File: config.mk
export PLATFORM = sky130hd
export DESIGN_NAME = kv_get_request_classifier
export DESIGN_NICKNAME = d
export VERILOG_FILES = /design/src/rtl/kvgrc_pkg.sv /design/src/rtl/kv_get_request_classifier.sv /design/src/rtl/kvgrc_cfg.sv /design/src/rtl/kvgrc_parse.sv
export SDC_FILE = /design/constraint.sdc
export NUM_CORES = 1
export LEC_CHECK = 0
export BUFFER_PORTS_ARGS = -buffer_cell sky130_fd_sc_hd__clkbuf_2
export CORE_MARGIN = 8
export CORE_UTILIZATION = 35
export CTS_CLUSTER_DIAMETER = 100
export DETAILED_ROUTE_END_ITERATION = 6
export HOLD_SLACK_MARGIN = 0.08
export PLACE_DENSITY_LB_ADDON = 0.08
export SLEW_MARGIN = 15
export SYNTH_ARGS = -nofsm -noshare
export SYNTH_HDL_FRONTEND = slang
export SYNTH_SLANG_ARGS = --single-unit
File: constraint.sdc
create_clock -name i_clk -period 7.3 [get_ports i_clk]
set_input_delay 0.73 -clock i_clk [delete_from_list [all_inputs] [get_ports i_clk]]
set_output_delay 0.73 -clock i_clk [all_outputs]
set_load 0.01 [all_outputs]
File: src/rtl/kvgrc_pkg.sv
// Shared types, constants and helpers for the key-value GET request classifier.
`default_nettype none

package kvgrc_pkg;

    // Fixed frame layout: 14-byte Ethernet header, 20-byte IPv4 header
    localparam logic [15:0] PROTO_POS         = 16'd23;
    localparam logic [15:0] DPORT_HI_POS      = 16'd36;
    localparam logic [15:0] DPORT_LO_POS      = 16'd37;
    localparam logic [15:0] TRANSPORT_START   = 16'd34;
    localparam logic [15:0] UDP_MIN_LEN       = 16'd42;
    localparam logic [15:0] TCP_PAYLOAD_START = 16'd54;
    localparam logic [15:0] MIN_PAYLOAD       = 16'd4;
    localparam logic [15:0] POS_MAX           = 16'hFFFF;

    localparam logic [7:0] PROTO_UDP = 8'd17;
    localparam logic [7:0] PROTO_TCP = 8'd6;

    localparam logic [7:0] CHAR_G     = 8'h67;
    localparam logic [7:0] CHAR_E     = 8'h65;
    localparam logic [7:0] CHAR_T     = 8'h74;
    localparam logic [7:0] CHAR_SPACE = 8'h20;

    // Length of the "get " prefix
    localparam logic [2:0] PREFIX_LEN = 3'd4;
    // Scan offset right after the prefix
    localparam logic [10:0] KEY_START = 11'd4;

    // Register map, indexed by word address
    localparam logic REG_SERVICE_PORT   = 1'b0;
    localparam logic REG_MAX_KEY_OFFSET = 1'b1;

    localparam logic [15:0] SERVICE_PORT_RST   = 16'd11211;
    localparam logic [10:0] MAX_KEY_OFFSET_RST = 11'd1500;

    typedef enum logic [1:0] {
        VERDICT_PASS  = 2'd0,
        VERDICT_GET   = 2'd1,
        VERDICT_INVAL = 2'd2
    } t_verdict;

    typedef struct packed {
        logic [15:0] service_port;
        logic [10:0] max_key_offset;
    } t_cfg;

    typedef struct packed {
        t_verdict    verdict;
        logic [10:0] key_offset;
        logic [31:0] packets_seen;
        logic [31:0] get_requests_seen;
    } t_result;

    // Expected character of the "get " prefix at a payload offset
    function automatic logic [7:0] get_char(input logic [1:0] idx);
        logic [7:0] c;
        unique case (idx)
            2'd0:    c = CHAR_G;
            2'd1:    c = CHAR_E;
            2'd2:    c = CHAR_T;
            default: c = CHAR_SPACE;
        endcase
        return c;
    endfunction

endpackage

`default_nettype wire

File: src/rtl/kv_get_request_classifier.sv
// Top level of the key-value GET request classifier: handshake registers and wiring.
`default_nettype none

// Classifies Ethernet frames fed one byte per transaction. Each byte goes into
// an input register and is parsed as it leaves it; on the last byte of a
// frame one result (verdict, key offset, frame and GET counters) is loaded into
// the output register, which drives o_valid. One byte per cycle is sustained:
// the parser updates its small state as each byte moves on, and the input side
// stalls only when the output register is full, stalled, and the waiting byte
// ends a frame. Registers at byte address 0 (service port, reset 11211) and 4
// (key offset limit, reset 1500) are written through the APB port; the
// user must write them only while no frame is in flight, which the block
// does not enforce.
module kv_get_request_classifier
    import kvgrc_pkg::*;
#(
    parameter int UDP_FRAME_HEADER_BYTES = 8
)
(
    input  wire logic        i_clk,
    input  wire logic        i_rst_n,
    input  wire logic        i_valid,
    output logic             o_stall,
    input  wire logic [7:0]  i_frame_byte,
    input  wire logic        i_last_byte,
    output logic             o_valid,
    input  wire logic        i_stall,
    output logic [1:0]       o_verdict,
    output logic [10:0]      o_key_offset,
    output logic [31:0]      o_packets_seen,
    output logic [31:0]      o_get_requests_seen,
    input  wire logic        psel,
    input  wire logic        penable,
    input  wire logic        pwrite,
    input  wire logic [2:0]  paddr,
    input  wire logic [31:0] pwdata,
    output logic      [31:0] prdata,
    output logic             pready
);

    t_cfg    w_cfg;
    t_result w_result;

    logic       r_in_valid;
    logic [7:0] r_in_byte;
    logic       r_in_last;
    logic       w_adv;
    logic       w_accept;

    logic    r_out_valid;
    t_result r_out;

    kvgrc_cfg u_cfg (
        .i_clk   (i_clk),
        .i_rst_n (i_rst_n),
        .psel    (psel),
        .penable (penable),
        .pwrite  (pwrite),
        .paddr   (paddr),
        .pwdata  (pwdata),
        .prdata  (prdata),
        .pready  (pready),
        .o_cfg   (w_cfg)
    );

    kvgrc_parse #(
        .UDP_FRAME_HEADER_BYTES (UDP_FRAME_HEADER_BYTES)
    ) u_parse (
        .i_clk    (i_clk),
        .i_rst_n  (i_rst_n),
        .i_adv    (w_adv),
        .i_byte   (r_in_byte),
        .i_last   (r_in_last),
        .i_cfg    (w_cfg),
        .o_result (w_result)
    );

    // A held byte moves on unless it ends a frame and the output slot is blocked
    assign w_adv    = r_in_valid && (!r_in_last || !r_out_valid || !i_stall);
    assign o_stall  = r_in_valid && !w_adv;
    assign w_accept = i_valid && !o_stall;

    // Input register
    always_ff @(posedge i_clk) begin
        if (!i_rst_n) begin
            r_in_valid <= 1'b0;
        end else if (w_accept) begin
            r_in_valid <= 1'b1;
        end else if (w_adv) begin
            r_in_valid <= 1'b0;
        end
    end

    always_ff @(posedge i_clk) begin
        if (w_accept) begin
            r_in_byte <= i_frame_byte;
            r_in_last <= i_last_byte;
        end
    end

    // Result register
    always_ff @(posedge i_clk) begin
        if (!i_rst_n) begin
            r_out_valid <= 1'b0;
        end else if (w_adv && r_in_last) begin
            r_out_valid <= 1'b1;
        end else if (!i_stall) begin
            r_out_valid <= 1'b0;
        end
    end

    always_ff @(posedge i_clk) begin
        if (w_adv && r_in_last) begin
            r_out <= w_result;
        end
    end

    assign o_valid             = r_out_valid;
    assign o_verdict           = r_out.verdict;
    assign o_key_offset        = r_out.key_offset;
    assign o_packets_seen      = r_out.packets_seen;
    assign o_get_requests_seen = r_out.get_requests_seen;

endmodule

`default_nettype wire

File: src/rtl/kvgrc_cfg.sv
// APB-style register file holding the service port and the key offset limit.
`default_nettype none

module kvgrc_cfg
    import kvgrc_pkg::*;
(
    input  wire logic        i_clk,
    input  wire logic        i_rst_n,
    input  wire logic        psel,
    input  wire logic        penable,
    input  wire logic        pwrite,
    input  wire logic [2:0]  paddr,
    input  wire logic [31:0] pwdata,
    output logic      [31:0] prdata,
    output logic             pready,
    output t_cfg             o_cfg
);

    logic [15:0] r_service_port;
    logic [10:0] r_max_key_offset;
    logic        w_wr;

    assign pready = 1'b1;
    assign w_wr   = psel && penable && pwrite;

    // Register writes
    always_ff @(posedge i_clk) begin
        if (!i_rst_n) begin
            r_service_port   <= SERVICE_PORT_RST;
            r_max_key_offset <= MAX_KEY_OFFSET_RST;
        end else if (w_wr) begin
            unique case (paddr[2])
                REG_SERVICE_PORT:   r_service_port   <= pwdata[15:0];
                REG_MAX_KEY_OFFSET: r_max_key_offset <= pwdata[10:0];
                default: ;
            endcase
        end
    end

    // Read mux
    always_comb begin
        unique case (paddr[2])
            REG_SERVICE_PORT:   prdata = {16'd0, r_service_port};
            REG_MAX_KEY_OFFSET: prdata = {21'd0, r_max_key_offset};
            default:            prdata = 32'd0;
        endcase
    end

    assign o_cfg.service_port   = r_service_port;
    assign o_cfg.max_key_offset = r_max_key_offset;

endmodule

`default_nettype wire

File: src/rtl/kvgrc_parse.sv
// Per-byte frame parser: header capture, "get " match, space scan and verdict.
`default_nettype none

module kvgrc_parse
    import kvgrc_pkg::*;
#(
    parameter int UDP_FRAME_HEADER_BYTES = 8
)
(
    input  wire logic       i_clk,
    input  wire logic       i_rst_n,
    input  wire logic       i_adv,
    input  wire logic [7:0] i_byte,
    input  wire logic       i_last,
    input  wire t_cfg       i_cfg,
    output t_result         o_result
);

    localparam int          UdpPayInt = 42 + UDP_FRAME_HEADER_BYTES;
    localparam logic [15:0] UDP_PAY   = 16'(UdpPayInt);
    localparam logic [15:0] UDP_PREFIX_END = 16'(UdpPayInt + 4);
    // Last byte position that still leaves at least four UDP payload bytes
    localparam logic [15:0] UDP_MIN_LAST   = 16'(UdpPayInt + 3);
    localparam logic [15:0] TCP_MIN_LAST   = TCP_PAYLOAD_START + MIN_PAYLOAD - 16'd1;
    localparam logic [15:0] IP_MIN_LAST    = TRANSPORT_START - 16'd1;

    logic [15:0] r_pos,    n_pos;
    logic [7:0]  r_proto,  n_proto;
    logic [15:0] r_dport,  n_dport;
    logic [2:0]  r_prefix, n_prefix;
    logic        r_active, n_active;
    logic [10:0] r_scan,   n_scan;
    logic [31:0] r_frames, n_frames;
    logic [31:0] r_gets,   n_gets;

    logic [15:0] w_p;
    logic        w_udp_zone;
    logic        w_get_hit;
    t_verdict    w_verdict;
    logic [10:0] w_koff;

    assign w_p = r_pos - UDP_PAY;

    always_comb begin
        n_pos     = r_pos;
        n_proto   = r_proto;
        n_dport   = r_dport;
        n_prefix  = r_prefix;
        n_active  = r_active;
        n_scan    = r_scan;
        n_frames  = r_frames;
        n_gets    = r_gets;
        w_get_hit = 1'b0;
        w_verdict = VERDICT_PASS;
        w_koff    = 11'd0;

        // Header field capture
        if (r_pos == PROTO_POS) begin
            n_proto = i_byte;
        end else if (r_pos == DPORT_HI_POS) begin
            n_dport[15:8] = i_byte;
        end else if (r_pos == DPORT_LO_POS) begin
            n_dport[7:0] = i_byte;
        end

        // UDP payload: prefix match, then skip extra spaces
        w_udp_zone = (n_proto == PROTO_UDP) && (r_pos >= UDP_PAY);
        if (w_udp_zone) begin
            if (r_pos < UDP_PREFIX_END) begin
                if (r_prefix == {1'b0, w_p[1:0]} && i_byte == get_char(w_p[1:0])) begin
                    n_prefix = r_prefix + 3'd1;
                    if (n_prefix == PREFIX_LEN) begin
                        n_scan   = KEY_START;
                        n_active = 1'b1;
                    end
                end
            end else if (r_active) begin
                if (r_scan < i_cfg.max_key_offset && i_byte == CHAR_SPACE) begin
                    n_scan = r_scan + 11'd1;
                end else begin
                    n_active = 1'b0;
                end
            end
        end

        if (!i_last) begin
            if (r_pos != POS_MAX) begin
                n_pos = r_pos + 16'd1;
            end
        end else begin
            // End of frame: one verdict, frame counter bumps (GET counter on a match), per-frame state clears
            n_frames = r_frames + 32'd1;
            if (r_pos >= IP_MIN_LAST && n_dport == i_cfg.service_port) begin
                if (n_proto == PROTO_UDP && r_pos >= UDP_MIN_LAST) begin
                    if (n_prefix == PREFIX_LEN) begin
                        w_get_hit = 1'b1;
                        if (n_scan < i_cfg.max_key_offset) begin
                            w_verdict = VERDICT_GET;
                            w_koff    = n_scan;
                        end
                    end
                end else if (n_proto == PROTO_TCP && r_pos >= TCP_MIN_LAST) begin
                    w_verdict = VERDICT_INVAL;
                end
            end
            if (w_get_hit) begin
                n_gets = r_gets + 32'd1;
            end
            n_pos    = 16'd0;
            n_proto  = 8'd0;
            n_dport  = 16'd0;
            n_prefix = 3'd0;
            n_active = 1'b0;
            n_scan   = 11'd0;
        end
    end

    // Parser state
    always_ff @(posedge i_clk) begin
        if (!i_rst_n) begin
            r_pos    <= 16'd0;
            r_proto  <= 8'd0;
            r_dport  <= 16'd0;
            r_prefix <= 3'd0;
            r_active <= 1'b0;
            r_scan   <= 11'd0;
            r_frames <= 32'd0;
            r_gets   <= 32'd0;
        end else if (i_adv) begin
            r_pos    <= n_pos;
            r_proto  <= n_proto;
            r_dport  <= n_dport;
            r_prefix <= n_prefix;
            r_active <= n_active;
            r_scan   <= n_scan;
            r_frames <= n_frames;
            r_gets   <= n_gets;
        end
    end

    assign o_result.verdict           = w_verdict;
    assign o_result.key_offset        = w_koff;
    assign o_result.packets_seen      = n_frames;
    assign o_result.get_requests_seen = n_gets;

endmodule

`default_nettype wire

==> impl_metrics.py <==
metrics = {
    "clock_network": {
        "cts_sinks": 234,
        "ctsResizeCount": 0,
        "cts_hold_buf": 0,
        "clk_path_buf_depth": 3,
        "cts_tree": "yes",
        "cts_buffers": 27,
        "h-tree-depth": 1,
        "clk_latency_ns": 0.53,
        "clk_root_buffer_cell": "clkbuf_16",
        "post_cts_buffers": 0,
        "clk_pin_slew_ns": 0.06,
    },
    "floorplan": {
        "core_area_um2": 34400,
        "start_util": 0.353,
        "boundaryPins": 163,
        "dieArea_um2": 40900,
        "die_h_um": 202,
        "rows": 68,
        "dieWidth_um": 202,
    },
    "run": {
        "cap_violations": 0,
    },
    "global_routing": {
        "grt_use_total": 0.162,
        "grt_pass1_wl_um": 54200,
        "antenna_found_initial": 1,
        "grt_pass1_vias": 9537,
        "grt_overflow": 0,
        "grt_max_degree": 53,
    },
    "yosys": {
        "yosysTopAreaCell": "dfxtp_1",
        "avgSynthCellArea_um2": 9.06,
        "synthCells": 1339,
        "syn_area_um2": 12100,
        "ys_seq_area_frac": 0.457,
        "yosys-top-cells-area": "dfxtp_1 24%, edfxtp_1 21%, xnor2_1 5.1%",
        "synth_edf_count": 86,
        "netlist-cell-type-count": 68,
        "synth_top_area_share": 0.244,
        "ys_ff_latch": 234,
        "ys.flop_type": "dfxtp_1",
        "ys_warn_count": 0,
        "synthArstFlopShare": 0,
    },
    "critical_path": {
        "critPathKind": "reg -> reg",
        "path_cells": "or4_1 > nor4_1 > mux2i_1 > o211ai_1 > or4_1 > nand3_1 > o21ai_0 > ha_1 > nand2_1 > nor2_1 > a2111oi_0 > nor2_1 > nor3_1 > o21ai_0 > a211o_1 > nor3_1",
        "cp.arrival_ns": 6.17,
        "r2r_slack_ns": 1.47,
        "crit_slowest_cell": "or4_1",
        "crit_fanout": 12,
        "startpoint_type": "flip-flop",
        "critPathMaxStageDelay_ns": 0.71,
        "endpoint_kind": "flip-flop",
        "critPathRequiredTime_ns": 7.65,
    },
    "layout": {
        "fillers": 3541,
        "final_common_cell": "dfxtp_1",
        "drive_gt1_frac": 0.140,
        "area_delta_synth_final_pct": 15.1,
        "final_cells": 1907,
        "layout.nets": 1513,
        "final_cell_mix": "148 x dfxtp_1, 147 x nand2_1, 138 x nor2_1",
        "antenna_cells": 0,
    },
    "place": {
        "dp_cells": 1858,
        "portBuffers": 127,
        "gp_congestion": 0.825,
        "dp_hpwl_um": 24500,
    },
    "detailed_routing": {
        "ant_nets": 0,
        "drc": 0,
        "dr_total_vias": 9772,
        "wl_per_cell_um": 17.9,
        "first_pass_iters": 5,
        "drt_iter0_drc": 661,
        "routed_wl_um": 34200,
        "vias_per_cell": 5.12,
    },
    "timing": {
        "fin_crit_sh": 0.798,
        "relSlewSlack": 0.318,
        "skew_ns": 0.0102,
        "tightest_slew_ns": 1.02,
        "rsz0062_at_grt": "false",
        "period_needed_ns": 5.83,
        "slew_viol_final": 0,
        "finalSetupTns_ns": 0,
        "setup_viol": 0,
        "fmax_mhz": 172,
        "finalHoldViolCount": 0,
    },
    "power_and_ir_drop": {
        "seq_power_share": 0.481,
        "p_switching_uw": 641,
        "cellPowerDensity_nw_per_um2": 204,
        "leakagePower_uw": 0.00534,
        "combPwrFrac": 0.041,
        "sw_frac_of_total": 0.225,
        "irDropWorstVdd_mv": 0.143,
        "p_clk_frac": 0.477,
        "p_int_uw": 2210,
    },
    "worst_hold_path": {
        "hold_class": "in -> reg",
    },
    "status": {
        "status": "finished, final reports clean",
    },
}
==> sequential cells by signal (all words and copies together) (netlist names) <==
register and count:
o_get_requests_seen 32, o_packets_seen 32, u_parse.r_frames 32, u_parse.r_gets 32, u_cfg.r_service_port 16, u_parse.r_dport 16
u_parse.r_pos 16, o_key_offset 11, u_cfg.r_max_key_offset 11, u_parse.r_scan 11, r_in_byte 8, u_parse.r_proto 8
u_parse.r_prefix 3, o_verdict 2, o_valid 1, r_in_last 1, r_in_valid 1, u_parse.r_active 1
==> routing by layer <==
layer	share of wire	routed length, µm	track usage	vias to the layer above
met5	0.00038	13	0	-
met4	0.018	605	0.0339	2
met3	0.041	1400	0.0253	43
met2	0.48	16300	0.275	175
met1	0.47	15900	0.214	4646
li1	-	-	-	4906
==> cells by family (layout without fill, tap and decap cells) <==
| logic type | after synthesis | after routing | share of synthesized area |
|---|---|---|---|
| DFF | 234 | 234 | 0.457 |
| and+or+nand+nor | 590 | 590 | 0.248 |
| xor gates and xnor gates | 119 | 119 | 0.0859 |
| other | 2 | 17 | 0.000619 |
| AOI/OAI and AO/OA | 207 | 207 | 0.108 |
| muxes | 27 | 27 | 0.0232 |
| buffers and inverters | 130 | 228 | 0.0460 |
| adders and majority gates | 30 | 30 | 0.0309 |
==> cell usage after synthesis (6+ instances only) <==
cell      count
or3_1        31
a22oi_1      23
nand2b_1     22
nor2b_1      18
o21ai_0      52
or4_1        15
a21oi_1      57
mux2i_1      18
nand3_1      55
and3_1       25
nand3b_1      6
and4_1        7
xnor2_1      70
nor2_1      139
clkbuf_1     63
dfxtp_1     148
nand2_1     147
buf_4        17
xor2_1       49
nor4_1       11
o21a_1        8
nand4_1      38
o211ai_1     16
nor3_1       27
and2_1       19
mux2_2        9
edfxtp_1     86
inv_1        42
ha_1         30
==> stage by stage <==
stage	hold slack [ns]	worst slack (ns)	util	instance area, µm²	total power [µW]
2_1_floorplan	0.432	2.55	-	12200	1480
3_3_place_gp	0.446	1.61	0.380	13100	1520
3_5_place_dp	0.451	1.56	0.380	13100	1520
4_1_cts	0.345	1.48	0.406	14000	2910
5_1_grt	0.347	1.05	0.406	14000	2970
6_report	0.372	1.47	0.406	14000	2860
==> critical path: cells and delay by family (launching register included) <==
kind / cells / cell delay, ns
mux: 1 / 0.67
compound gates: 5 / 1.60
simple gates: 9 / 2.72
flops: 1 / 0.34
fa+ha+maj: 1 / 0.31
==> final timing paths <==
check,start,end,cells after the start
worst max-delay path,u_parse.r_pos[8],o_key_offset[1],16
worst max register to register,u_parse.r_pos[8],o_key_offset[1],16
worst min register to register,u_parse.r_active,u_parse.r_active,2
worst min-delay path,i_frame_byte[7],r_in_byte[7],1
==> final cells by class <==
class | instances | area [µm²] | area share
clock buffers | 39 | 792 | 0.0567
clock inverters | 10 | 104 | 0.00743
inverters | 43 | 163 | 0.0116
multi-input cells | 990 | 6090 | 0.436
flip-flops and latches | 234 | 5550 | 0.397
well taps | 455 | 569 | 0.0407
repair buffers | 136 | 703 | 0.0503
==> power by group through the flow <==
stage | logic, µW | clock network, µW | registers [µW]
2_1_floorplan | 78.6 | 0 | 1400
3_3_place_gp | 120 | 0 | 1400
3_5_place_dp | 120 | 0 | 1400
4_1_cts | 121 | 1410 | 1370
5_1_grt | 131 | 1460 | 1380
6_report | 118 | 1360 | 1380
(Power assumes the default switching activity.)
